File: config.mk
export PLATFORM = sky130hd
export DESIGN_NAME = pwm_waveform_generator_unit_flat
export DESIGN_NICKNAME = d
export VERILOG_FILES = /design/src/rtl/core/pwg_pkg.sv /design/src/rtl/core/pwg_if.sv /design/src/rtl/core/pwm_waveform_generator_unit.sv /design/src/rtl/core/pwg_datapath.sv /design/src/rtl/core/pwg_controller.sv /design/src/flat_wrapper.sv
export SDC_FILE = /design/constraint.sdc
export NUM_CORES = 1
export LEC_CHECK = 0
export ABC_AREA = 1
export CAP_MARGIN = 15
export CORE_MARGIN = 2
export CORE_UTILIZATION = 60
export DETAILED_ROUTE_END_ITERATION = 8
export DONT_BUFFER_PORTS = 1
export PLACE_DENSITY = 0.86
export RECOVER_POWER = 100
export SLEW_MARGIN = 20
export SYNTH_ARGS = -nofsm -noshare
export SYNTH_HDL_FRONTEND = slang
export SYNTH_SLANG_ARGS = --single-unit
File: constraint.sdc
create_clock -name clk -period 5 [get_ports clk]
set_clock_uncertainty 0.15 [all_clocks]
set_input_delay 1 -clock clk [delete_from_list [all_inputs] [get_ports clk]]
set_output_delay 1 -clock clk [all_outputs]
set_load 0.01 [all_outputs]
File: src/rtl/core/pwg_pkg.sv
// Package for the PWM waveform generator: widths, command and status codes,
// controller/datapath handshake structs and the sine lookup function.
// Has no dependencies; every other file of the block imports it.
package pwg_pkg;

  // Field widths.
  localparam int BYTE_W   = 8;
  localparam int WAVE_W   = 2;
  localparam int FREQ_W   = 10;
  localparam int STATUS_W = 2;
  localparam int LIMIT_W  = 7;
  localparam int PWM_W    = 8;

  // Timing constants.
  localparam int PWM_TOP         = 255;
  localparam int SAMPLES_DEFAULT = 256;
  localparam int TIMER_CLOCK     = 72000000;
  localparam int FREQ_MIN        = 10;
  localparam int FREQ_MAX        = 1000;
  localparam int FREQ_STEP       = 10;
  localparam int FREQ_RESET      = 100;
  localparam int LIMIT_RESET     = 10;
  localparam int LIMIT_MAX       = 127;

  // The divider produces one more quotient bit than the limit holds,
  // so that a quotient of 128 or more shows as saturated.
  localparam int QUOT_W = LIMIT_W + 1;
  localparam int STEP_W = $clog2(QUOT_W);

  // Command bytes.
  localparam logic [BYTE_W-1:0] CMD_SINE     = 8'h31;
  localparam logic [BYTE_W-1:0] CMD_SAWTOOTH = 8'h34;
  localparam logic [BYTE_W-1:0] CMD_FREQ_UP  = 8'h2B;
  localparam logic [BYTE_W-1:0] CMD_FREQ_DN  = 8'h2D;

  // Operation codes of an input item.
  localparam logic OP_TICK    = 1'b0;
  localparam logic OP_COMMAND = 1'b1;

  // Waveform codes.
  localparam logic [WAVE_W-1:0] SHAPE_SINE     = 2'd0;
  localparam logic [WAVE_W-1:0] SHAPE_SQUARE   = 2'd1;
  localparam logic [WAVE_W-1:0] SHAPE_TRIANGLE = 2'd2;
  localparam logic [WAVE_W-1:0] SHAPE_RAMP     = 2'd3;

  // Result status codes.
  localparam logic [STATUS_W-1:0] STATUS_OK      = 2'd0;
  localparam logic [STATUS_W-1:0] STATUS_LIMIT   = 2'd1;
  localparam logic [STATUS_W-1:0] STATUS_UNKNOWN = 2'd2;

  // Commands from the controller to the datapath.
  typedef struct packed {
    logic apply;       // accepted transaction: update state from the input item
    logic div_load;    // start the prescaler division
    logic div_step;    // one quotient bit
    logic div_finish;  // write the new prescale limit
  } pwg_cmd_t;

  // Status from the datapath to the controller.
  typedef struct packed {
    logic freq_change; // the waiting item is a frequency step that takes effect
  } pwg_stat_t;

  // First quarter of the sine table, 65 points.
  localparam logic [7:0] QUARTER_SINE [65] = '{
    8'd127, 8'd130, 8'd133, 8'd136, 8'd139, 8'd143, 8'd146, 8'd149, 8'd152,
    8'd155, 8'd158, 8'd161, 8'd164, 8'd167, 8'd170, 8'd173, 8'd176, 8'd179,
    8'd182, 8'd184, 8'd187, 8'd190, 8'd193, 8'd195, 8'd198, 8'd200, 8'd203,
    8'd205, 8'd208, 8'd210, 8'd213, 8'd215, 8'd217, 8'd219, 8'd221, 8'd224,
    8'd226, 8'd228, 8'd229, 8'd231, 8'd233, 8'd235, 8'd236, 8'd238, 8'd239,
    8'd241, 8'd242, 8'd244, 8'd245, 8'd246, 8'd247, 8'd248, 8'd249, 8'd250,
    8'd251, 8'd251, 8'd252, 8'd253, 8'd253, 8'd254, 8'd254, 8'd254, 8'd254,
    8'd254, 8'd255
  };

  // Full 256-step sine lookup built from the quarter table by symmetry.
  function automatic logic [7:0] sine_rom(input logic [7:0] p);
    logic [7:0] idx;
    logic [7:0] res;
    idx = 8'd0;
    if (p == 8'd192) begin
      res = 8'd0;
    end else if (p <= 8'd64) begin
      idx = p;
      res = QUARTER_SINE[idx[6:0]];
    end else if (p < 8'd128) begin
      idx = 8'd128 - p;
      res = QUARTER_SINE[idx[6:0]];
    end else if (p <= 8'd192) begin
      idx = p - 8'd128;
      res = 8'd254 - QUARTER_SINE[idx[6:0]];
    end else begin
      idx = 8'd0 - p;
      res = 8'd254 - QUARTER_SINE[idx[6:0]];
    end
    return res;
  endfunction

endpackage

File: src/rtl/core/pwg_if.sv
// Valid/ready channel interfaces of the PWM waveform generator:
// the input item channel and the result channel. Depends on pwg_pkg.
interface pwg_in_if import pwg_pkg::*; ();
  logic              valid;
  logic              ready;
  logic              op;
  logic [BYTE_W-1:0] command_byte;

  modport source (output valid, output op, output command_byte, input ready);
  modport sink   (input valid, input op, input command_byte, output ready);
endinterface

interface pwg_out_if import pwg_pkg::*; ();
  logic                valid;
  logic                ready;
  logic                pwm_level;
  logic [PWM_W-1:0]    sample_value;
  logic [7:0]          sample_position;
  logic [WAVE_W-1:0]   wave_kind;
  logic [FREQ_W-1:0]   frequency_hz;
  logic [STATUS_W-1:0] status;

  modport source (output valid, output pwm_level, output sample_value,
                  output sample_position, output wave_kind, output frequency_hz,
                  output status, input ready);
  modport sink   (input valid, input pwm_level, input sample_value,
                  input sample_position, input wave_kind, input frequency_hz,
                  input status, output ready);
endinterface

File: src/rtl/core/pwm_waveform_generator_unit.sv
// PWM waveform generator, top level. Each input transaction is a timer tick
// or a command byte and yields one result transaction. A tick, a waveform
// select or an unknown byte is applied as it is accepted, and the block
// takes one such item every clock while each result is taken. A frequency
// step that takes effect runs the prescaler division in the datapath's
// restoring divider, one quotient bit per cycle, going through accept, divisor
// load, 8 division steps and limit write before the next item can enter. A
// result stays valid until it is taken, and no item enters while one waits untaken.
// Depends on pwg_pkg, pwg_if, pwg_datapath and pwg_controller.
module pwm_waveform_generator_unit import pwg_pkg::*; #(
  parameter int SAMPLES = SAMPLES_DEFAULT
) (
  input logic       clk,
  input logic       rst,
  pwg_in_if.sink    cmd_ch,
  pwg_out_if.source res_ch
);

  pwg_cmd_t  cmd;
  pwg_stat_t stat;

  // Sequencing and handshakes.
  pwg_controller u_ctl (
    .clk       (clk),
    .rst       (rst),
    .in_valid  (cmd_ch.valid),
    .in_ready  (cmd_ch.ready),
    .out_valid (res_ch.valid),
    .out_ready (res_ch.ready),
    .stat      (stat),
    .cmd       (cmd)
  );

  // Counters, waveform samples and the divider.
  pwg_datapath #(
    .SAMPLES (SAMPLES)
  ) u_dp (
    .clk             (clk),
    .rst             (rst),
    .cmd             (cmd),
    .stat            (stat),
    .op              (cmd_ch.op),
    .command_byte    (cmd_ch.command_byte),
    .pwm_level       (res_ch.pwm_level),
    .sample_value    (res_ch.sample_value),
    .sample_position (res_ch.sample_position),
    .wave_kind       (res_ch.wave_kind),
    .frequency_hz    (res_ch.frequency_hz),
    .status          (res_ch.status)
  );

endmodule

File: src/rtl/core/pwg_datapath.sv
// Datapath of the PWM waveform generator: counters, waveform sample
// generation, command decode and the restoring prescaler divider.
// Depends on pwg_pkg; driven by pwg_controller through pwg_cmd_t.
module pwg_datapath import pwg_pkg::*; #(
  parameter int SAMPLES = SAMPLES_DEFAULT
) (
  input  logic                clk,
  input  logic                rst,
  input  pwg_cmd_t            cmd,
  output pwg_stat_t           stat,
  input  logic                op,
  input  logic [BYTE_W-1:0]   command_byte,
  output logic                pwm_level,
  output logic [PWM_W-1:0]    sample_value,
  output logic [7:0]          sample_position,
  output logic [WAVE_W-1:0]   wave_kind,
  output logic [FREQ_W-1:0]   frequency_hz,
  output logic [STATUS_W-1:0] status
);

  localparam int IDX_W = $clog2(SAMPLES);
  localparam int HALF  = SAMPLES / 2;
  localparam int ACC_W = 10;

  // Per-step increments of floor(i*M/SAMPLES) for M = 256, 512 and 255.
  localparam logic [ACC_W-1:0] Q256 = ACC_W'(256 / SAMPLES);
  localparam logic [IDX_W-1:0] R256 = IDX_W'(256 % SAMPLES);
  localparam logic [ACC_W-1:0] Q512 = ACC_W'(512 / SAMPLES);
  localparam logic [IDX_W-1:0] R512 = IDX_W'(512 % SAMPLES);
  localparam logic [ACC_W-1:0] Q255 = ACC_W'(255 / SAMPLES);
  localparam logic [IDX_W-1:0] R255 = IDX_W'(255 % SAMPLES);
  localparam logic [IDX_W:0]   S_EXT    = (IDX_W+1)'(SAMPLES);
  localparam logic [IDX_W-1:0] IDX_LAST = IDX_W'(SAMPLES - 1);
  localparam logic [IDX_W-1:0] IDX_HALF = IDX_W'(HALF);

  // Divider widths: dividend is the timer clock, divisor SAMPLES*256*f.
  localparam int DIV_K = SAMPLES * (PWM_TOP + 1);
  localparam int DEN_W = $clog2(FREQ_MAX * DIV_K + 1);
  localparam int DIV_W = DEN_W + QUOT_W - 1;
  localparam int REM_W = $clog2(TIMER_CLOCK + 1);

  // Quotient/remainder pair that tracks floor(i*M/SAMPLES) as i steps.
  typedef struct packed {
    logic [ACC_W-1:0] q;
    logic [IDX_W-1:0] r;
  } acc_t;

  function automatic acc_t acc_advance(input acc_t a, input logic [ACC_W-1:0] q0,
                                       input logic [IDX_W-1:0] r0);
    logic [IDX_W:0] rs;
    acc_t o;
    rs = {1'b0, a.r} + {1'b0, r0};
    if (rs >= S_EXT) begin
      o.r = IDX_W'(rs - S_EXT);
      o.q = a.q + q0 + ACC_W'(1);
    end else begin
      o.r = rs[IDX_W-1:0];
      o.q = a.q + q0;
    end
    return o;
  endfunction

  // Architectural state.
  logic [WAVE_W-1:0]   wave_mode;
  logic [FREQ_W-1:0]   frequency_reg;
  logic [LIMIT_W-1:0]  prescale_limit;
  logic [LIMIT_W-1:0]  prescale_count;
  logic [PWM_W-1:0]    pwm_count;
  logic [IDX_W-1:0]    sample_index;
  logic [PWM_W-1:0]    compare_value;
  logic [STATUS_W-1:0] status_code;
  acc_t                acc256, acc512, acc255, acc512f;

  // Divider registers.
  logic [REM_W-1:0]  div_rem;
  logic [DIV_W-1:0]  div_den;
  logic [QUOT_W-1:0] div_quot;

  // Command decode.
  logic is_wave_cmd, is_up, is_down, up_ok, down_ok;
  logic [FREQ_W-1:0] freq_next;

  assign is_wave_cmd = (command_byte >= CMD_SINE) && (command_byte <= CMD_SAWTOOTH);
  assign is_up       = (command_byte == CMD_FREQ_UP);
  assign is_down     = (command_byte == CMD_FREQ_DN);
  assign up_ok       = frequency_reg < FREQ_W'(FREQ_MAX);
  assign down_ok     = frequency_reg > FREQ_W'(FREQ_MIN);
  assign freq_next   = is_up ? frequency_reg + FREQ_W'(FREQ_STEP)
                             : frequency_reg - FREQ_W'(FREQ_STEP);
  assign stat.freq_change = (op == OP_COMMAND) && ((is_up && up_ok) || (is_down && down_ok));

  // Tick path: prescale and PWM wraps, next sample index and accumulators.
  logic [LIMIT_W-1:0] prescale_inc;
  logic               prescale_wrap, pwm_wrap;
  logic [IDX_W-1:0]   index_next;
  acc_t               acc256_n, acc512_n, acc255_n, acc512f_n;
  logic [PWM_W-1:0]   sample_next;
  logic [ACC_W-1:0]   fall_value;

  assign prescale_inc  = prescale_count + LIMIT_W'(1);
  assign prescale_wrap = !(prescale_inc < prescale_limit);
  assign pwm_wrap      = (pwm_count >= PWM_W'(PWM_TOP));
  assign index_next    = (sample_index == IDX_LAST) ? '0 : sample_index + IDX_W'(1);

  always_comb begin
    if (index_next == '0) begin
      acc256_n  = '0;
      acc512_n  = '0;
      acc255_n  = '0;
      acc512f_n = '0;
    end else begin
      acc256_n  = acc_advance(acc256, Q256, R256);
      acc512_n  = acc_advance(acc512, Q512, R512);
      acc255_n  = acc_advance(acc255, Q255, R255);
      acc512f_n = (index_next == IDX_HALF) ? '0 : acc_advance(acc512f, Q512, R512);
    end
  end

  // Waveform sample at the next index for the current mode.
  assign fall_value = ACC_W'(255) - acc512f_n.q;

  always_comb begin
    case (wave_mode)
      SHAPE_SINE:     sample_next = sine_rom(acc256_n.q[7:0]);
      SHAPE_SQUARE:   sample_next = (index_next < IDX_HALF) ? 8'd255 : 8'd0;
      SHAPE_TRIANGLE: sample_next = (index_next < IDX_HALF) ? acc512_n.q[7:0]
                                                            : fall_value[7:0];
      SHAPE_RAMP:     sample_next = acc255_n.q[7:0];
      default:        sample_next = '0;
    endcase
  end

  // Divider step: one quotient bit per cycle, restoring form.
  logic [DIV_W-1:0] rem_ext;
  logic             div_fit;
  logic [DEN_W-1:0] den_base;

  assign rem_ext  = DIV_W'(div_rem);
  assign div_fit  = rem_ext >= div_den;
  assign den_base = DEN_W'(frequency_reg) * DEN_W'(DIV_K);

  always_ff @(posedge clk) begin
    if (cmd.div_load) begin
      div_rem  <= REM_W'(TIMER_CLOCK);
      div_den  <= {den_base, {(QUOT_W-1){1'b0}}};
      div_quot <= '0;
    end else if (cmd.div_step) begin
      if (div_fit) begin
        div_rem <= REM_W'(rem_ext - div_den);
      end
      div_den  <= div_den >> 1;
      div_quot <= {div_quot[QUOT_W-2:0], div_fit};
    end
  end

  // State update.
  always_ff @(posedge clk) begin
    if (rst) begin
      wave_mode      <= SHAPE_SINE;
      frequency_reg  <= FREQ_W'(FREQ_RESET);
      prescale_limit <= LIMIT_W'(LIMIT_RESET);
      prescale_count <= '0;
      pwm_count      <= '0;
      sample_index   <= '0;
      compare_value  <= '0;
      status_code    <= STATUS_OK;
      acc256         <= '0;
      acc512         <= '0;
      acc255         <= '0;
      acc512f        <= '0;
    end else if (cmd.apply) begin
      status_code <= STATUS_OK;
      if (op == OP_TICK) begin
        if (!prescale_wrap) begin
          prescale_count <= prescale_inc;
        end else begin
          prescale_count <= '0;
          if (pwm_wrap) begin
            pwm_count     <= '0;
            sample_index  <= index_next;
            acc256        <= acc256_n;
            acc512        <= acc512_n;
            acc255        <= acc255_n;
            acc512f       <= acc512f_n;
            compare_value <= sample_next;
          end else begin
            pwm_count <= pwm_count + PWM_W'(1);
          end
        end
      end else if (is_wave_cmd) begin
        wave_mode <= WAVE_W'(command_byte - CMD_SINE);
      end else if (is_up || is_down) begin
        if (stat.freq_change) begin
          frequency_reg  <= freq_next;
          prescale_count <= '0;
          pwm_count      <= '0;
          sample_index   <= '0;
          compare_value  <= '0;
          acc256         <= '0;
          acc512         <= '0;
          acc255         <= '0;
          acc512f        <= '0;
        end else begin
          status_code <= STATUS_LIMIT;
        end
      end else begin
        status_code <= STATUS_UNKNOWN;
      end
    end else if (cmd.div_finish) begin
      // Saturate at the top; a zero quotient is raised to one.
      if (div_quot[QUOT_W-1]) begin
        prescale_limit <= LIMIT_W'(LIMIT_MAX);
      end else if (div_quot == '0) begin
        prescale_limit <= LIMIT_W'(1);
      end else begin
        prescale_limit <= div_quot[LIMIT_W-1:0];
      end
    end
  end

  // Result payload comes straight from the state registers.
  assign pwm_level       = pwm_count < compare_value;
  assign sample_value    = compare_value;
  assign sample_position = 8'(sample_index);
  assign wave_kind       = wave_mode;
  assign frequency_hz    = frequency_reg;
  assign status          = status_code;

  // The prescale limit never reaches zero.
  assert property (@(posedge clk) disable iff (rst) prescale_limit != '0)
    else $error("prescale limit is zero");

  // The sample index stays inside one period.
  assert property (@(posedge clk) disable iff (rst) sample_index <= IDX_LAST)
    else $error("sample index out of range");

  // The frequency stays inside its band.
  assert property (@(posedge clk) disable iff (rst)
    frequency_reg >= FREQ_W'(FREQ_MIN) && frequency_reg <= FREQ_W'(FREQ_MAX))
    else $error("frequency out of range");

endmodule

File: src/rtl/core/pwg_controller.sv
// Controller of the PWM waveform generator: input/output handshakes and
// the sequencing of the prescaler division. Depends on pwg_pkg.
module pwg_controller import pwg_pkg::*; (
  input  logic      clk,
  input  logic      rst,
  input  logic      in_valid,
  output logic      in_ready,
  output logic      out_valid,
  input  logic      out_ready,
  input  pwg_stat_t stat,
  output pwg_cmd_t  cmd
);

  typedef enum logic [3:0] {
    S_IDLE = 4'b0001,
    S_LOAD = 4'b0010,
    S_DIV  = 4'b0100,
    S_DONE = 4'b1000
  } ctl_state_t;

  ctl_state_t        state, state_next;
  logic [STEP_W-1:0] step_count;
  logic              accept;
  logic              out_valid_next;

  // An item enters only when idle and the result slot is free or emptying.
  assign in_ready = (state == S_IDLE) && (!out_valid || out_ready);
  assign accept   = in_valid && in_ready;

  assign cmd.apply      = accept;
  assign cmd.div_load   = (state == S_LOAD);
  assign cmd.div_step   = (state == S_DIV);
  assign cmd.div_finish = (state == S_DONE);

  // Next state.
  always_comb begin
    state_next = state;
    case (state)
      S_IDLE: begin
        if (accept && stat.freq_change) begin
          state_next = S_LOAD;
        end
      end
      S_LOAD: state_next = S_DIV;
      S_DIV: begin
        if (step_count == STEP_W'(QUOT_W - 1)) begin
          state_next = S_DONE;
        end
      end
      S_DONE:  state_next = S_IDLE;
      default: state_next = S_IDLE;
    endcase
  end

  // Result valid flag: set by a finished transaction, cleared when taken.
  always_comb begin
    out_valid_next = out_valid && !out_ready;
    if ((accept && !stat.freq_change) || state == S_DONE) begin
      out_valid_next = 1'b1;
    end
  end

  always_ff @(posedge clk) begin
    if (rst) begin
      state      <= S_IDLE;
      step_count <= '0;
      out_valid  <= 1'b0;
    end else begin
      state     <= state_next;
      out_valid <= out_valid_next;
      if (state == S_DIV) begin
        step_count <= step_count + STEP_W'(1);
      end else begin
        step_count <= '0;
      end
    end
  end

  // Ready is only offered from idle.
  assert property (@(posedge clk) disable iff (rst) in_ready |-> state == S_IDLE)
    else $error("ready outside idle");

  // The finishing cycle always posts a result.
  assert property (@(posedge clk) disable iff (rst) state == S_DONE |=> out_valid)
    else $error("division finished without a result");

  // The division runs exactly one step per quotient bit.
  assert property (@(posedge clk) disable iff (rst)
    state == S_DIV && step_count == STEP_W'(QUOT_W - 1) |=> state == S_DONE)
    else $error("division did not end after the last step");

endmodule
File: src/flat_wrapper.sv
// flat-port wrapper written by rule: the top's interface ports become plain ports
module pwm_waveform_generator_unit_flat import pwg_pkg::*;
#(
  parameter int SAMPLES = SAMPLES_DEFAULT
)
  (clk, rst, cmd_ch_valid, cmd_ch_op, cmd_ch_command_byte, cmd_ch_ready, res_ch_valid, res_ch_pwm_level, res_ch_sample_value, res_ch_sample_position, res_ch_wave_kind, res_ch_frequency_hz, res_ch_status, res_ch_ready);
  pwg_in_if cmd_ch_i ();
  pwg_out_if res_ch_i ();
  input logic clk;
  input logic rst;
  input wire logic [$bits(cmd_ch_i.valid)-1:0] cmd_ch_valid;
  input wire logic [$bits(cmd_ch_i.op)-1:0] cmd_ch_op;
  input wire logic [$bits(cmd_ch_i.command_byte)-1:0] cmd_ch_command_byte;
  output wire logic [$bits(cmd_ch_i.ready)-1:0] cmd_ch_ready;
  output wire logic [$bits(res_ch_i.valid)-1:0] res_ch_valid;
  output wire logic [$bits(res_ch_i.pwm_level)-1:0] res_ch_pwm_level;
  output wire logic [$bits(res_ch_i.sample_value)-1:0] res_ch_sample_value;
  output wire logic [$bits(res_ch_i.sample_position)-1:0] res_ch_sample_position;
  output wire logic [$bits(res_ch_i.wave_kind)-1:0] res_ch_wave_kind;
  output wire logic [$bits(res_ch_i.frequency_hz)-1:0] res_ch_frequency_hz;
  output wire logic [$bits(res_ch_i.status)-1:0] res_ch_status;
  input wire logic [$bits(res_ch_i.ready)-1:0] res_ch_ready;
  assign cmd_ch_i.valid = cmd_ch_valid;
  assign cmd_ch_i.op = cmd_ch_op;
  assign cmd_ch_i.command_byte = cmd_ch_command_byte;
  assign cmd_ch_ready = cmd_ch_i.ready;
  assign res_ch_valid = res_ch_i.valid;
  assign res_ch_pwm_level = res_ch_i.pwm_level;
  assign res_ch_sample_value = res_ch_i.sample_value;
  assign res_ch_sample_position = res_ch_i.sample_position;
  assign res_ch_wave_kind = res_ch_i.wave_kind;
  assign res_ch_frequency_hz = res_ch_i.frequency_hz;
  assign res_ch_status = res_ch_i.status;
  assign res_ch_i.ready = res_ch_ready;
  pwm_waveform_generator_unit #(.SAMPLES(SAMPLES)) u_core (.clk(clk), .rst(rst), .cmd_ch(cmd_ch_i), .res_ch(res_ch_i));
endmodule
# Yosys cells after proc, flatten, opt, wreduce, memory -nomap -nowiden
# Memory sizes are Yosys's and may differ from the RTL's.
# Index checks and enable logic that the tools add are counted.
[totals]
reg_bits = 200
mem_bits_ro = 4096
input_bits = 13
out_inout_bits = 33
mem_count = 4
[classes]
addsub = 26
magnitude_cmp = 20
n_eq_ne = 19
n_mux = 70
bitwise = 7
reduce_logical = 38
[mem_list]
columns = ["memory", "words", "word_bits", "read_ports", "rd_ports_with_merged_regs", "wr", "line_no", "source"]
rows = [
  ["(name not given)", 128, 8, 1, 0, 0, "pwg_pkg.sv:94", "res = 8'd254 - QUARTER_SINE[idx[6:0]];"],
  ["(name not given)", 128, 8, 1, 0, 0, "pwg_pkg.sv:91", "res = 8'd254 - QUARTER_SINE[idx[6:0]];"],
  ["(name not given)", 128, 8, 1, 0, 0, "pwg_pkg.sv:88", "res = QUARTER_SINE[idx[6:0]];"],
  ["(name not given)", 128, 8, 1, 0, 0, "pwg_pkg.sv:85", "res = QUARTER_SINE[idx[6:0]];"],
]
[op_table]
columns = ["operator", "n"]
rows = [
  ["two-way mux 18 bit", 24],
  ["two-way mux 8 bit", 27],
  ["two-way mux 33 bit", 2],
  ["adder 10 x 1 -> 10 bit (second input constant)", 5],
  ["two-way mux 7 bit", 7],
  ["greater-or-equal comparator 8 bit (second input constant)", 5],
  ["greater-or-equal comparator 27 x 33 -> 1 bit", 1],
  ["NOT 7 -> 8 bit", 4],
  ["one-hot mux 8 bit (4 select lines)", 1],
  ["subtractor 8 x 1 -> 8 bit (second input constant)", 4],
  ["AND reduction 7 bit", 4],
  ["greater-or-equal comparator 8 x 9 -> 1 bit (second input constant)", 3],
  ["subtractor 27 bit", 1],
  ["equality test 8 bit (second input constant)", 3],
  ["subtractor 8 bit (first input constant)", 3],
  ["adder 10 x 2 -> 10 bit (second input constant)", 2],
  ["adder 8 x 1 -> 8 bit (second input constant)", 2],
  ["equality test 8 x 6 -> 1 bit (second input constant)", 2],
  ["logical NOT 8 bit", 2],
  ["< comparator 8 bit (second input constant)", 2],
  ["subtractor 1 x 7 -> 7 bit (first input constant)", 2],
  ["one-hot mux 4 bit (3 select lines)", 1],
  ["adder 10 x 4 -> 10 bit (second input constant)", 1],
  ["> comparator 10 x 4 -> 1 bit (second input constant)", 1],
  ["other kinds (41)", 71],
]

# Depth between registers and ports, before layout
# Gate-level depths: netlist (run 1).
[depth]
word_depth = 18
depth_mapped = 34

# Modules after synthesis
# Synthesis (run 1) repeated with hierarchy kept, for this count alone.
[hier_totals]
hier_cells = 1574
area_unflattened_um2 = 11003.1
[modules_own_cells]
columns = ["mod", "n_inst", "cells_per_inst", "area_each_um2", "seq_area_each_um2"]
rows = [
  ["pwg_datapath", 1, 1518, 10566.4, 3283.1],
  ["pwg_controller", 1, 56, 436.7, 160.2],
]

# Least setup slack after synthesis (run 1)
# Ideal clock, no wire load.
[synth_path]
kind = "reg2reg"
start = "register u_core.u_dp.sample_index[1] (netlist: u_core.u_dp.sample_position[1])"
end = "register u_core.u_dp.compare_value[6] (netlist: u_core.u_dp.sample_value[6])"
setup_time_ps = 112
t_arrival_ps = 4030
required_ps = 4738
slack_ps = 708
path_stages_with_launch = 32
period_less_slack_ps = 4292
cell_sequence = "dfxtp_1 > ha_1 > nand2_1 > nor2_2 > nand2_1 > nand2_1 > nand3_1 > nor2_2 > nand3_4 > buf_8 > nand2_2 > ha_1 > inv_1 > ha_1 > clkinv_1 > o21ai_0 > nand2_1 > nand3_1 > nand3_1 > nand3_1 > nor2_1 > nor2_1 > ha_1 > nand2_1 > nor2_2 > nand2_1 > xor2_1 > nand2_1 > nand2_1 > nand2_1 > nand2_1 > nand2_1"
[synth_via]
elab_chain_len = 18
elab_cells_between_ends = 47
cone_classes = "add/sub: 7; order compare: 4; eq/ne: 3; mux: 24; bitwise: 4; reduce/logical: 1; memory: 4"
[synth_lines]
columns = ["element", "line_no", "source"]
rows = [
  ["start: declaration", "pwg_datapath.sv:69", "logic [IDX_W-1:0] sample_index;"],
  ["start signal: assignment", "pwg_datapath.sv:180", "sample_index <= index_next;"],
  ["adder 8 x 1 -> 8 bit or equality test 8 bit (tied branches)", "pwg_datapath.sv:103", "assign index_next = (sample_index == IDX_LAST) ? '0 : sample_index + IDX_W'(1);"],
  ["two-way mux 8 bit *", "pwg_datapath.sv:103", ""],
  ["logical NOT 8 bit", "pwg_datapath.sv:106", "if (index_next == '0) begin"],
  ["two-way mux 18 bit", "pwg_datapath.sv:106", ""],
  ["subtractor 1 x 7 -> 7 bit or subtractor 7 x 1 -> 7 bit (tied branches)", "pwg_pkg.sv:87, pwg_pkg.sv:93, pwg_pkg.sv:90", ""],
  ["NOT 7 -> 8 bit (on tied branches)", "pwg_pkg.sv:88, pwg_pkg.sv:94, pwg_pkg.sv:91", ""],
  ["memory read (128 x 8 bit) (on tied branches)", "--", ""],
  ["two-way mux 8 bit (on tied branches) (2 in series)", "pwg_pkg.sv:94, pwg_pkg.sv:91", ""],
  ["subtractor 8 bit (on tied branches)", "pwg_pkg.sv:94, pwg_pkg.sv:91", ""],
  ["two-way mux 8 bit", "pwg_pkg.sv:89", "end else if (p <= 8'd192) begin"],
  ["two-way mux 8 bit", "pwg_pkg.sv:86", "end else if (p < 8'd128) begin"],
  ["two-way mux 8 bit", "pwg_pkg.sv:83", "end else if (p <= 8'd64) begin"],
  ["two-way mux 8 bit", "pwg_pkg.sv:81", "if (p == 8'd192) begin"],
  ["one-hot mux 8 bit (4 select lines) *", "pwg_datapath.sv:123", "case (wave_mode)"],
  ["two-way mux 8 bit *", "pwg_datapath.sv:178", "if (pwm_wrap) begin"],
  ["two-way mux 8 bit *", "pwg_datapath.sv:174", "if (!prescale_wrap) begin"],
  ["two-way mux 8 bit *", "pwg_datapath.sv:173", "if (op == OP_TICK) begin"],
  ["end signal: assignment", "pwg_datapath.sv:185", "compare_value <= sample_next;"],
  ["end: declaration", "pwg_datapath.sv:70", "logic [PWM_W-1:0] compare_value;"],
]
# Every way passes the cells marked *; elsewhere a longest branch is shown, timed or not. The select of a mux whose other input is x is not followed.
# A chain may end at the register's enable or synchronous reset.

# Worst setup path in the final report (run 1)
# Same ends and word-level chain as after synthesis.

==> impl_metrics.env, run 1 <==
export IMPL_status="finished, violations left"
export IMPL_violations_in_the_final_reports="max-capacitance violations, max-slew violations"
export IMPL_power_net_switching_mw=0.7059
export IMPL_share_of_the_synthesized_area_in_compound_gates_ao_oa_aoi_oai=0.2114
export IMPL_muxShareOfSynthArea=0
export IMPL_adder_cell_fraction_of_synth_area=0.08161
export IMPL_gpl_final_weighted_congestion=0.9627
export IMPL_hold_slack_ns=0.2866
export IMPL_post_route_util=0.6550
export IMPL_fin_total_pwr_mw=2.755
export IMPL_layout_cells_most_common_list="sky130_fd_sc_hd__nand2_1 (325), sky130_fd_sc_hd__inv_1 (212), sky130_fd_sc_hd__o21ai_0 (157)"
export IMPL_reg2reg_from="u_core.u_dp.sample_position[1]"
export IMPL_finalMaxSlewViolations=64
export IMPL_grt_antenna_before_repair=0
export IMPL_fmaxAchievable_mhz=215.3
export IMPL_drc=0
export IMPL_syn_avg_cell_area_um2=6.801
export IMPL_cts_buffers_inserted=17
export IMPL_report_final_hold_viol_count=0
export IMPL_share_of_power_burned_in_registers=0.494
export IMPL_synth_seq_cells=167
export IMPL_detail_route_first_pass_iterations=6
export IMPL_synthesis_instances=1614
export IMPL_num_vias=10990
export IMPL_timing_hold_worst_class="flip-flop to flip-flop"
export IMPL_crit_path_top_delay_cell="sky130_fd_sc_hd__ha_2"
export IMPL_num_antenna_cells=0
export IMPL_tritoncts="built"
export IMPL_root_buffer="sky130_fd_sc_hd__clkbuf_16"
export IMPL_start_util=0.6111
export IMPL_cts_hold_buf=0
export IMPL_tightest_slew_ns=2.307
export IMPL_synth_cell_type_count=62
export IMPL_detail_route_iter0_violations=1086
export IMPL_drt_wirelength_per_cell_um=15.86
export IMPL_synthSimpleGateAreaFrac=0.2549
export IMPL_yosysSeqAreaShare=0.3137
export IMPL_pwr_density_cell_nw_per_um2=234.2
export IMPL_max_cap_violations=1
export IMPL_clkPwrFrac=0.470
export IMPL_cts_max_path_buffers=2
export IMPL_cellLeakagePower_nw=5.074
export IMPL_startpoint_type="flip-flop"
export IMPL_filler_instances=1589
export IMPL_ioPinCount=46
export IMPL_track_usage=0.2998
export IMPL_die_height_um=139.3
export IMPL_area_growth_syn_to_layout_pct=7.193
export IMPL_final_period_minus_worst_setup_slack_ns=4.645
export IMPL_rsz_0062_raised_after_global_routing="no"
export IMPL_std_cell_rows=49
export IMPL_hp_start="u_core.u_ctl.step_count[0]"
export IMPL_critical_path_max_stage_delay_ns=0.44
export IMPL_synth_xor_area_frac=0.03990
export IMPL_ys_flop_type="sky130_fd_sc_hd__dfxtp_1"
export IMPL_largest_net_degree_at_the_start_of_global_routing=64
export IMPL_setup_viol=0
export IMPL_postSynth_asyncResetShare=0
export IMPL_grt_pass1_wl_um=48350
export IMPL_cts_htree_levels=4
export IMPL_finalSetupTns_ns=0
export IMPL_synth_top_family_by_area="simple AND/OR/NAND/NOR gates"
export IMPL_vdd_drop_max_mv=0.4318
export IMPL_port_buffers=0
export IMPL_antenna_violating_nets_post_route=0
export IMPL_worst_hold_path_num_cells=1
export IMPL_number_of_enable_flip_flop_cells_after_synthesis=10
export IMPL_detailedPlacementHpwl_um=21540
export IMPL_numClockSinks=167
export IMPL_floorplan_die_area_um2=19390
export IMPL_worstPathRequired_ns=5.19
export IMPL_worst_setup_path_type="flip-flop to flip-flop"
export IMPL_avgViaCountPerCell=5.954
export IMPL_count_of_cells_along_the_worst_register_to_register_path=30
export IMPL_mappedNetlistArea_um2=10980
export IMPL_timing_critical_path_arrival_ns=4.83
export IMPL_insertion_delay_ns=0.44
export IMPL_path_common_cell="sky130_fd_sc_hd__nand2_1"
export IMPL_critical_path_max_fanout=8
export IMPL_startpoint="u_core.u_dp.sample_position[1]"
export IMPL_share_of_the_clock_period_used_by_the_worst_path_after_layout=0.9290
export IMPL_coreArea_um2=17960
export IMPL_count_of_warnings_emitted_by_yosys=0
export IMPL_wirelength_um=29270
export IMPL_synth_nets=1698
export IMPL_cell_internal_power_mw=2.049
export IMPL_clk_pin_slew_worst_paths_ns=0.08
export IMPL_share_comb_of_total_power=0.036
export IMPL_grt_pass1_vias=10130
export IMPL_final_cell_count_no_fill=1846
export IMPL_globalRoute_totalOverflow=0
export IMPL_power_switching_share=0.2562
export IMPL_placedCellCount=1812
export IMPL_relSlewSlack=-0.5378
export IMPL_commonest_non_fill_non_tap_cell_in_the_layout="sky130_fd_sc_hd__nand2_1"
export IMPL_crit_path_end_kind="flip-flop"
export IMPL_fin_nets=1688
export IMPL_drive_gt1_frac=0.06308
export IMPL_die_width_um=139.3
kinds of logic (layout without fill, tap and decap cells):
| group | after synthesis | in the layout |
|---|---|---|
| AO/OA/AOI/OAI | 411 | 411 |
| flip-flops | 167 | 167 |
| buffers and inverters | 274 | 277 |
| other | 1 | 1 |
| adder cells (fa/ha/maj) | 71 | 71 |
| AND/OR/NAND/NOR | 640 | 640 |
| XOR/XNOR | 50 | 50 |
per-layer routing:
layer / GRT usage / vias up / routed length (um)
li1: - / 5405 / -
met1: 0.3898 / 5027 / 12680
met2: 0.4961 / 485 / 13550
met3: 0.06056 / 75 / 2197
met4: 0.1074 / 0 / 851
met5: 0 / - / 0
final timing paths:
kind                            endpoint  slack [ns]
max          u_core.u_dp.sample_value[6]        0.36
min           u_core.u_ctl.step_count[0]        0.29
max reg2reg  u_core.u_dp.sample_value[6]        0.36
min reg2reg   u_core.u_ctl.step_count[0]        0.29
layout make-up:
| class | count | area, um^2 | area share |
|---|---|---|---|
| clock inverters | 15 | 160.2 | 0.01361 |
| multi-input cells | 1173 | 6464 | 0.5493 |
| inverters | 222 | 837.1 | 0.07114 |
| well taps | 229 | 286.5 | 0.02435 |
| repair inverters | 1 | 5.005 | 0.0004254 |
| flip-flops and latches | 167 | 3445 | 0.2927 |
| repair buffers | 22 | 143.9 | 0.01223 |
| clock buffers | 17 | 425.4 | 0.03615 |
registers in the layout, summed over array words and instances (netlist names):
register                     flops
u_core.u_dp.acc255              16
u_core.u_dp.prescale_count       7
u_core.u_dp.div_quot             8
u_core.u_dp.pwm_count            8
u_core.u_dp.acc256               8
u_core.u_dp.status               2
u_core.u_dp.acc512               8
u_core.u_dp.wave_kind            2
u_core.u_dp.acc512f              8
u_core.u_dp.frequency_hz         9
u_core.u_dp.div_den             33
u_core.u_dp.div_rem             27
u_core.u_dp.sample_position      8
u_core.u_dp.sample_value         8
u_core.u_ctl.out_valid           1
u_core.u_dp.prescale_limit       7
u_core.u_ctl.state               4
u_core.u_ctl.step_count          3
cells in the mapped netlist (all sizes together) (17+ instances only):
cell	number	area, um^2
inv	219	822.0
clkbuf	38	142.6
xor2	34	297.8
nand4	21	131.4
nor2	127	511.7
nand2	338	1325
dfxtp	157	3143
a21oi	144	735.7
nand3	109	578.1
o211ai	21	157.7
o22ai	17	106.4
ha	70	875.8
o21ai	172	879.6
nor3	31	160.1
stage by stage:
step                setup slack, ns  instance area [um^2]
finish                       0.3550                 11770
global route                0.01280                 11770
CTS                          0.1656                 11770
detailed placement           0.2062                 11190
global placement             0.3824                 11190
floorplan                    0.7081                 10980
power by group through the flow:
| stage | Sequential [mW] | Combinational [mW] | Clock [mW] |
|---|---|---|---|
| 2_1_floorplan | 1.39 | 0.0754 | 0 |
| 3_3_place_gp | 1.39 | 0.0922 | 0 |
| 6_report | 1.36 | 0.0981 | 1.29 |
| 3_5_place_dp | 1.39 | 0.0964 | 0 |
| 5_1_grt | 1.36 | 0.111 | 1.36 |
| 4_1_cts | 1.36 | 0.0975 | 1.31 |
critical path, delay by kind of cell, from the launching register on:
family          cells  cell delay [ns]
flops               1             0.40
simple gates       21             1.97
fa+ha+maj           4             1.10
buf+inv             2             0.35
compound gates      2             0.40
xor+xnor            1             0.13
timing repair:
item,in CTS,in global routing
endpoints found under the hold margin,0,0
resized for setup,0,6
buffers inserted,0,1
setup endpoints to repair,0,6
Power figures use the tool's default switching activity.
==> inputs of run 2 (changes only) <==
--- a/config.mk
+++ b/config.mk
@@ -5,7 +5,7 @@
 export SDC_FILE = /design/constraint.sdc
 export NUM_CORES = 1
 export LEC_CHECK = 0
-export ABC_AREA = 1
+export ABC_AREA = 0
 export CAP_MARGIN = 15
 export CORE_MARGIN = 2
 export CORE_UTILIZATION = 60
==> constraint.sdc (replaced) <==
create_clock -name clk -period 5.1 [get_ports clk]
set_clock_uncertainty 0.15 [all_clocks]
set_input_delay 1.02 -clock clk [delete_from_list [all_inputs] [get_ports clk]]
set_output_delay 1.02 -clock clk [all_outputs]
set_load 0.01 [all_outputs]
==> run 2 against run 1 <==
The run still ends with max-capacitance violations, max-slew violations left. Sequential power decreased by 3%. Flip-flop and latch count unchanged. Global-route usage increased by 1.3 points. Clock power about the same. Non-clock buffer count increased by 75. Via count increased by 9.9%. Cell count increased by 1.0%. Core utilization increased by 3.4 points. Setup slack got worse by 0.35 ns. Critical endpoint unchanged.
==> impl_metrics.env, run 2 <==
export IMPL_power_switching_share=0.2482
export IMPL_detail_route_iter0_violations=1192
export IMPL_fin_total_pwr_mw=2.635
export IMPL_synth_cells_most_frequent="sky130_fd_sc_hd__nand2_1 (178), sky130_fd_sc_hd__dfxtp_1 (157), sky130_fd_sc_hd__nor2_1 (152)"
export IMPL_clkPwrFrac=0.484
export IMPL_coreArea_um2=19460
export IMPL_synth_top_cell_by_area="sky130_fd_sc_hd__dfxtp_1"
export IMPL_count_of_cells_along_the_worst_register_to_register_path=23
export IMPL_synth_cell_type_count=91
export IMPL_reg2reg_from="u_core.u_dp.sample_position[2]"
export IMPL_share_of_the_clock_period_used_by_the_worst_path_after_layout=0.9992
export IMPL_drt_wirelength_per_cell_um=18.36
export IMPL_post_synth_top_area_fraction=0.2641
export IMPL_hp_start="u_core.u_ctl.step_count[0]"
export IMPL_drc=0
export IMPL_count_of_warnings_emitted_by_yosys=0
export IMPL_violations_in_the_final_reports="max-capacitance violations, max-slew violations"
export IMPL_startpoint_type="flip-flop"
export IMPL_drive_gt1_frac=0.1213
export IMPL_timing_critical_path_arrival_ns=5.28
export IMPL_num_antenna_cells=0
export IMPL_cts_htree_levels=4
export IMPL_timing_rr_end="u_core.u_dp.sample_value[6]"
export IMPL_wirelength_um=34250
export IMPL_grt_pass1_vias=10920
export IMPL_share_of_power_burned_in_registers=0.500
export IMPL_timing_hold_worst_endpoint="u_core.u_ctl.step_count[0]"
export IMPL_detailedPlacementHpwl_um=23410
export IMPL_top_register="u_core.u_dp.div_den"
export IMPL_ys_flop_type="sky130_fd_sc_hd__dfxtp_1"
export IMPL_grt_antenna_before_repair=0
export IMPL_finalMaxSlewViolations=39
export IMPL_top_regs="u_core.u_dp.div_den: 33 flops, u_core.u_dp.div_rem: 27 flops, u_core.u_dp.acc255: 16 flops"
export IMPL_largest_net_degree_at_the_start_of_global_routing=42
export IMPL_reg2reg_slack_ns=0.004
export IMPL_num_vias=12080
export IMPL_std_cell_rows=51
export IMPL_hold_slack_ns=0.2960
export IMPL_fin_nets=1671
export IMPL_synth_area_leaders="sky130_fd_sc_hd__dfxtp_1 (26%), sky130_fd_sc_hd__ha_1 (7.4%), sky130_fd_sc_hd__nand2_1 (5.6%)"
export IMPL_numClockSinks=167
export IMPL_grt_pass1_wl_um=53250
export IMPL_power_net_switching_mw=0.6539
export IMPL_track_usage=0.3130
export IMPL_synthesis_instances=1570
export IMPL_chain_of_cells_forming_the_critical_path="and2_1 > a32oi_1 > or4_4 > buf_8 > a21oi_4 > nor2_4 > clkinv_4 > ha_4 > inv_4 > ha_4 > buf_6 > o21ai_2 > a222oi_1 > mux2_4 > o211ai_4 > o21ai_1 > nor2_1 > ha_2 > inv_2 > or4_4 > xnor2_2 > o31ai_2 > a32o_1"
export IMPL_cts_max_path_buffers=2
export IMPL_timing_hold_worst_class="flip-flop to flip-flop"
export IMPL_tightest_slew_ns=1.793
export IMPL_cellLeakagePower_nw=5.312
export IMPL_worst_hold_path_num_cells=1
export IMPL_gpl_final_weighted_congestion=0.9858
export IMPL_relSlewSlack=-0.1951
export IMPL_antenna_violating_nets_post_route=0
export IMPL_worstPathRequired_ns=5.28
export IMPL_worst_setup_path_type="flip-flop to flip-flop"
export IMPL_report_final_hold_viol_count=0
export IMPL_floorplan_die_area_um2=20980
export IMPL_crit_path_end_kind="flip-flop"
export IMPL_die_width_um=144.8
export IMPL_critical_path_max_stage_delay_ns=0.55
export IMPL_setup_viol=0
export IMPL_max_cap_violations=1
export IMPL_root_buffer="sky130_fd_sc_hd__clkbuf_16"
export IMPL_mappedNetlistArea_um2=11900
export IMPL_insertion_delay_ns=0.44
export IMPL_cts_buffers_inserted=17
export IMPL_clk_pin_slew_worst_paths_ns=0.07
export IMPL_final_period_minus_worst_setup_slack_ns=5.096
export IMPL_rsz_0062_raised_after_global_routing="yes"
export IMPL_syn_avg_cell_area_um2=7.580
export IMPL_crit_path_top_delay_cell="sky130_fd_sc_hd__or4_4"
export IMPL_avgViaCountPerCell=6.477
export IMPL_synth_most_common_cell="sky130_fd_sc_hd__nand2_1"
export IMPL_synth_nets=1654
export IMPL_pwr_density_cell_nw_per_um2=196.6
export IMPL_start_util=0.6114
export IMPL_critical_path_max_fanout=8
export IMPL_synth_seq_cells=167
export IMPL_ioPinCount=46
export IMPL_detail_route_first_pass_iterations=6
export IMPL_area_growth_syn_to_layout_pct=12.61
export IMPL_flip_flop_count_of_the_largest_register_after_layout=33
export IMPL_status="finished, violations left"
export IMPL_commonest_non_fill_non_tap_cell_in_the_layout="sky130_fd_sc_hd__nand2_1"
export IMPL_fmaxAchievable_mhz=196.2
export IMPL_layout_cells_most_common_list="sky130_fd_sc_hd__nand2_1 (176), sky130_fd_sc_hd__dfxtp_1 (154), sky130_fd_sc_hd__nor2_1 (147)"
export IMPL_yosysSeqAreaShare=0.2893
export IMPL_die_height_um=144.8
export IMPL_tritoncts="built"
export IMPL_vdd_drop_max_mv=0.2163
export IMPL_port_buffers=0
export IMPL_globalRoute_totalOverflow=0
export IMPL_share_comb_of_total_power=0.015
export IMPL_finalSetupTns_ns=0
export IMPL_cell_internal_power_mw=1.981
export IMPL_postSynth_asyncResetShare=0
export IMPL_number_of_enable_flip_flop_cells_after_synthesis=10
[run 2: changes by cell type after synthesis, moves of 28 or more]
cell	previous run	this run
sky130_fd_sc_hd__and3_1	1	29
sky130_fd_sc_hd__o21ai_0	155	113
sky130_fd_sc_hd__a21oi_1	142	114
sky130_fd_sc_hd__nand3_1	104	49
sky130_fd_sc_hd__nor2_1	117	152
sky130_fd_sc_hd__clkbuf_1	38	79
sky130_fd_sc_hd__nand2_1	325	178
sky130_fd_sc_hd__inv_1	211	78
[run 2: power by group through the flow]
stage               clock network, mW  logic, mW  registers, mW
finish                           1.28     0.0401           1.32
detailed placement                  0     0.0385           1.35
CTS                              1.28     0.0391           1.32
global placement                    0     0.0375           1.35
floorplan                           0     0.0339           1.35
global route                     1.33     0.0448           1.32
[run 2: repair_timing]
| item | in CTS | in global routing |
|---|---|---|
| setup buffers | 1 | 25 |
| hold buffers | 0 | 0 |
| cloned | 0 | 0 |
| endpoints found under the setup margin | 1 | 7 |
| hold endpoints to repair | 0 | 0 |
| pin swaps | 1 | 28 |
| resized for setup | 2 | 42 |
[run 2: worst max-delay path by stage]
stage | slack (ns) | endpoint | depth (start not counted) | start
3_5_place_dp | -0.03 | u_core.u_dp.sample_value[6] | 21 | u_core.u_dp.sample_position[1]
3_3_place_gp | 0.08 | u_core.u_dp.sample_value[6] | 21 | u_core.u_dp.sample_position[0]
2_1_floorplan | -0.16 | u_core.u_dp.sample_value[6] | 28 | u_core.u_dp.sample_position[0]
4_1_cts | 0.02 | u_core.u_dp.sample_value[6] | 24 | u_core.u_dp.sample_position[1]
6_report | 0.004 | u_core.u_dp.sample_value[6] | 23 | u_core.u_dp.sample_position[2]
5_1_grt | -0.16 | u_core.u_dp.sample_value[6] | 21 | u_core.u_dp.sample_position[2]
[run 2: cells by family after synthesis]
group	share of synthesized area
AO/OA/AOI/OAI	0.2588
multiplexers	0.02071
XOR/XNOR	0.06109
adder cells (fa/ha/maj)	0.07528
buffers and inverters	0.06088
AND/OR/NAND/NOR	0.2336
flip-flops	0.2893
other	0.0003151
[run 2: final cells by class]
cell class,instances,area (um^2)
Fill cell,1499,6062
Timing Repair Buffer,97,729.5
Multi-Input combinational cell,1226,8010
Clock inverter,15,151.4
Sequential cell,167,3452
Inverter,78,300.3
Clock buffer,17,425.4
Tap cell,265,331.6
[run 2: worst max-delay path, delay by kind of cell, from the launching register on]
family / cells / cell delay (ns)
AND/OR/NAND/NOR: 5 / 1.56
AO/OA/AOI/OAI: 8 / 1.15
adder cells (fa/ha/maj): 3 / 0.63
flip-flops: 1 / 0.50
buffers and inverters: 5 / 0.49
multiplexers: 1 / 0.33
XOR/XNOR: 1 / 0.19
[run 2: through the flow]
| stage | setup slack (ns) | std cells | util | cell area, um^2 |
|---|---|---|---|---|
| final | 0.004286 | 1865 | 0.6885 | 13400 |
| after global placement | 0.08334 | 1807 | 0.6403 | 12460 |
| after global routing | -0.1556 | 1865 | 0.6885 | 13400 |
| after floorplan | -0.1648 | 1570 | - | 12050 |
| after CTS | 0.01833 | 1840 | 0.6707 | 13050 |
| after detailed placement | -0.03349 | 1807 | 0.6403 | 12460 |
[run 2: per-layer routing]
metal / part of all wire / vias up / track usage / routed length [um]
met1: 0.42 / 5700 / 0.3948 / 14320
met4: 0.031 / 0 / 0.1308 / 1073
li1: - / 5693 / - / -
met2: 0.47 / 575 / 0.5196 / 16010
met3: 0.083 / 111 / 0.06548 / 2847
met5: 0 / - / 0 / 0
==> inputs of run 3 (changes only) <==
--- a/config.mk
+++ b/config.mk
@@ -6,13 +6,13 @@
 export NUM_CORES = 1
 export LEC_CHECK = 0
 export ABC_AREA = 0
+export BUFFER_PORTS_ARGS = -buffer_cell sky130_fd_sc_hd__buf_2
 export CAP_MARGIN = 15
 export CORE_MARGIN = 2
 export CORE_UTILIZATION = 60
 export DETAILED_ROUTE_END_ITERATION = 8
-export DONT_BUFFER_PORTS = 1
-export PLACE_DENSITY = 0.86
-export RECOVER_POWER = 100
+export PLACE_DENSITY = 0.88
+export RECOVER_POWER = 25
 export SLEW_MARGIN = 20
 export SYNTH_ARGS = -nofsm -noshare
 export SYNTH_HDL_FRONTEND = slang
==> run 3 against run 2 <==
The flow still finishes with violations (max-capacitance violations, max-slew violations). Combinational power up 33%. Sequential share of layout area is essentially flat. Cell area rose by 0.19%. Critical path type unchanged.
==> impl_metrics.env, run 3 (synthesized netlist as in run 2, its figures left out) <==
export IMPL_violations_in_the_final_reports="max-capacitance violations, max-slew violations"
export IMPL_floorplan_die_area_um2=20980
export IMPL_std_cell_rows=51
export IMPL_post_place_ws_ns=-0.01886
export IMPL_layout_cells_most_common_list="sky130_fd_sc_hd__nand2_1 (176), sky130_fd_sc_hd__dfxtp_1 (153), sky130_fd_sc_hd__nor2_1 (148)"
export IMPL_post_route_util=0.6898
export IMPL_grt_antenna_before_repair=0
export IMPL_cellLeakagePower_nw=5.477
export IMPL_area_growth_syn_to_layout_pct=12.82
export IMPL_detail_route_first_pass_iterations=6
export IMPL_worst_setup_path_type="flip-flop to flip-flop"
export IMPL_grt_pass1_vias=11150
export IMPL_fin_nets=1704
export IMPL_worstPathRequired_ns=5.28
export IMPL_finalMaxSlewViolations=130
export IMPL_hold_slack_ns=0.2908
export IMPL_setup_ws_ns=0.09352
export IMPL_die_width_um=144.8
export IMPL_cts_buffers_inserted=17
export IMPL_placedCellCount=1860
export IMPL_cts_hold_buf=0
export IMPL_drt_wirelength_per_cell_um=18.12
export IMPL_crit_path_end_kind="flip-flop"
export IMPL_start_util=0.6114
export IMPL_largest_net_degree_at_the_start_of_global_routing=59
export IMPL_numClockSinks=167
export IMPL_wirelength_um=34400
export IMPL_avgViaCountPerCell=6.452
export IMPL_finalSetupTns_ns=0
export IMPL_num_antenna_cells=0
export IMPL_gpl_final_weighted_congestion=1.015
export IMPL_critical_path_max_fanout=9
export IMPL_top_regs="u_core.u_dp.div_den: 33 flops, u_core.u_dp.div_rem: 27 flops, u_core.u_dp.acc255: 16 flops"
export IMPL_commonest_non_fill_non_tap_cell_in_the_layout="sky130_fd_sc_hd__nand2_1"
export IMPL_cts_max_path_buffers=2
export IMPL_track_usage=0.3206
export IMPL_cts_htree_levels=4
export IMPL_insertion_delay_ns=0.44
export IMPL_num_vias=12250
export IMPL_relSlewSlack=-0.7406
export IMPL_vdd_drop_max_mv=0.2124
export IMPL_tightest_slew_ns=2.611
export IMPL_report_final_hold_viol_count=0
export IMPL_final_period_minus_worst_setup_slack_ns=5.006
export IMPL_design_area_um2=13430
export IMPL_startpoint_type="flip-flop"
export IMPL_grt_pass1_wl_um=54090
export IMPL_pwr_density_cell_nw_per_um2=197.4
export IMPL_drive_gt1_frac=0.1323
export IMPL_share_of_the_clock_period_used_by_the_worst_path_after_layout=0.9817
export IMPL_timing_critical_path_arrival_ns=5.19
export IMPL_root_buffer="sky130_fd_sc_hd__clkbuf_16"
export IMPL_ioPinCount=46
export IMPL_detail_route_iter0_violations=1085
export IMPL_coreArea_um2=19460
export IMPL_dpl_instance_area_um2=12760
export IMPL_rsz_0062_raised_after_global_routing="yes"
export IMPL_final_cell_count_no_fill=1898
export IMPL_port_buffers=44
export IMPL_die_height_um=144.8
export IMPL_setup_viol=0
export IMPL_fmaxAchievable_mhz=199.7
export IMPL_clk_pin_slew_worst_paths_ns=0.07
export IMPL_flip_flop_count_of_the_largest_register_after_layout=33
export IMPL_antenna_violating_nets_post_route=0
export IMPL_max_cap_violations=3
export IMPL_top_register="u_core.u_dp.div_den"
export IMPL_tritoncts="built"
export IMPL_fin_total_pwr_mw=2.650
export IMPL_status="finished, violations left"
export IMPL_detailedPlacementHpwl_um=24200
export IMPL_timing_hold_worst_class="flip-flop to flip-flop"
export IMPL_globalRoute_totalOverflow=0
export IMPL_filler_instances=1578
export IMPL_drc=0
## run 3: what timing repair did
item                       in CTS  in global routing
setup endpoints to repair       1                  7
buffers inserted                0                  6
hold endpoints to repair        0                  0
pin swaps                       1                  9
gates resized for setup         1                 16
## run 3: final timing paths
kind / cells past startpoint / from / slack [ns] / to
hold reg to reg: 1 / u_core.u_ctl.step_count[0] / 0.29 / u_core.u_ctl.step_count[0]
setup / recovery: 22 / u_core.u_dp.sample_position[0] / 0.09 / u_core.u_dp.sample_value[6]
setup reg to reg: 22 / u_core.u_dp.sample_position[0] / 0.09 / u_core.u_dp.sample_value[6]
hold / removal: 1 / u_core.u_ctl.step_count[0] / 0.29 / u_core.u_ctl.step_count[0]
## run 3: final cells by class
class / instances / area (um^2) / share of cell area
clock buffers: 17 / 425.4 / 0.03169
clock inverters: 15 / 152.6 / 0.01137
inverters: 78 / 297.8 / 0.02218
multi-input cells: 1226 / 7894 / 0.5880
flip-flops and latches: 167 / 3453 / 0.2572
well taps: 265 / 331.6 / 0.02470
repair buffers: 130 / 870.8 / 0.06486
## run 3: critical path, stage by stage (launching register included)
cell	delay, ns
sky130_fd_sc_hd__dfxtp_4	0.38
sky130_fd_sc_hd__ha_4	0.18
sky130_fd_sc_hd__nor4b_2	0.25
sky130_fd_sc_hd__a41oi_1	0.09
sky130_fd_sc_hd__or4_4	0.46
sky130_fd_sc_hd__buf_6	0.16
sky130_fd_sc_hd__a21oi_4	0.16
sky130_fd_sc_hd__nor2_4	0.06
sky130_fd_sc_hd__clkinv_4	0.10
sky130_fd_sc_hd__ha_4	0.15
sky130_fd_sc_hd__inv_2	0.06
sky130_fd_sc_hd__ha_4	0.27
sky130_fd_sc_hd__buf_4	0.14
sky130_fd_sc_hd__o311a_1	0.32
sky130_fd_sc_hd__o211ai_1	0.20
sky130_fd_sc_hd__o311ai_1	0.17
sky130_fd_sc_hd__a31oi_1	0.28
sky130_fd_sc_hd__ha_2	0.25
sky130_fd_sc_hd__inv_1	0.06
sky130_fd_sc_hd__or4_4	0.49
sky130_fd_sc_hd__xnor2_2	0.16
sky130_fd_sc_hd__o31ai_2	0.07
sky130_fd_sc_hd__a32o_1	0.27
## run 3: per-layer routing
layer | part of all wire | global-route usage | wire length (um) | vias up
li1 | - | - | - | 5770
met1 | 0.41 | 0.4025 | 14230 | 5805
met2 | 0.48 | 0.5405 | 16560 | 558
met3 | 0.071 | 0.05199 | 2454 | 113
met4 | 0.034 | 0.1451 | 1155 | 0
met5 | 0 | 0 | 0 | -
## run 3: where the power goes
| group | internal [mW] | leakage [nW] | switching, mW |
|---|---|---|---|
| clock network | 0.654 | 0.283 | 0.624 |
| logic | 0.0170 | 3.83 | 0.0364 |
| registers | 1.32 | 1.36 | 0.00274 |
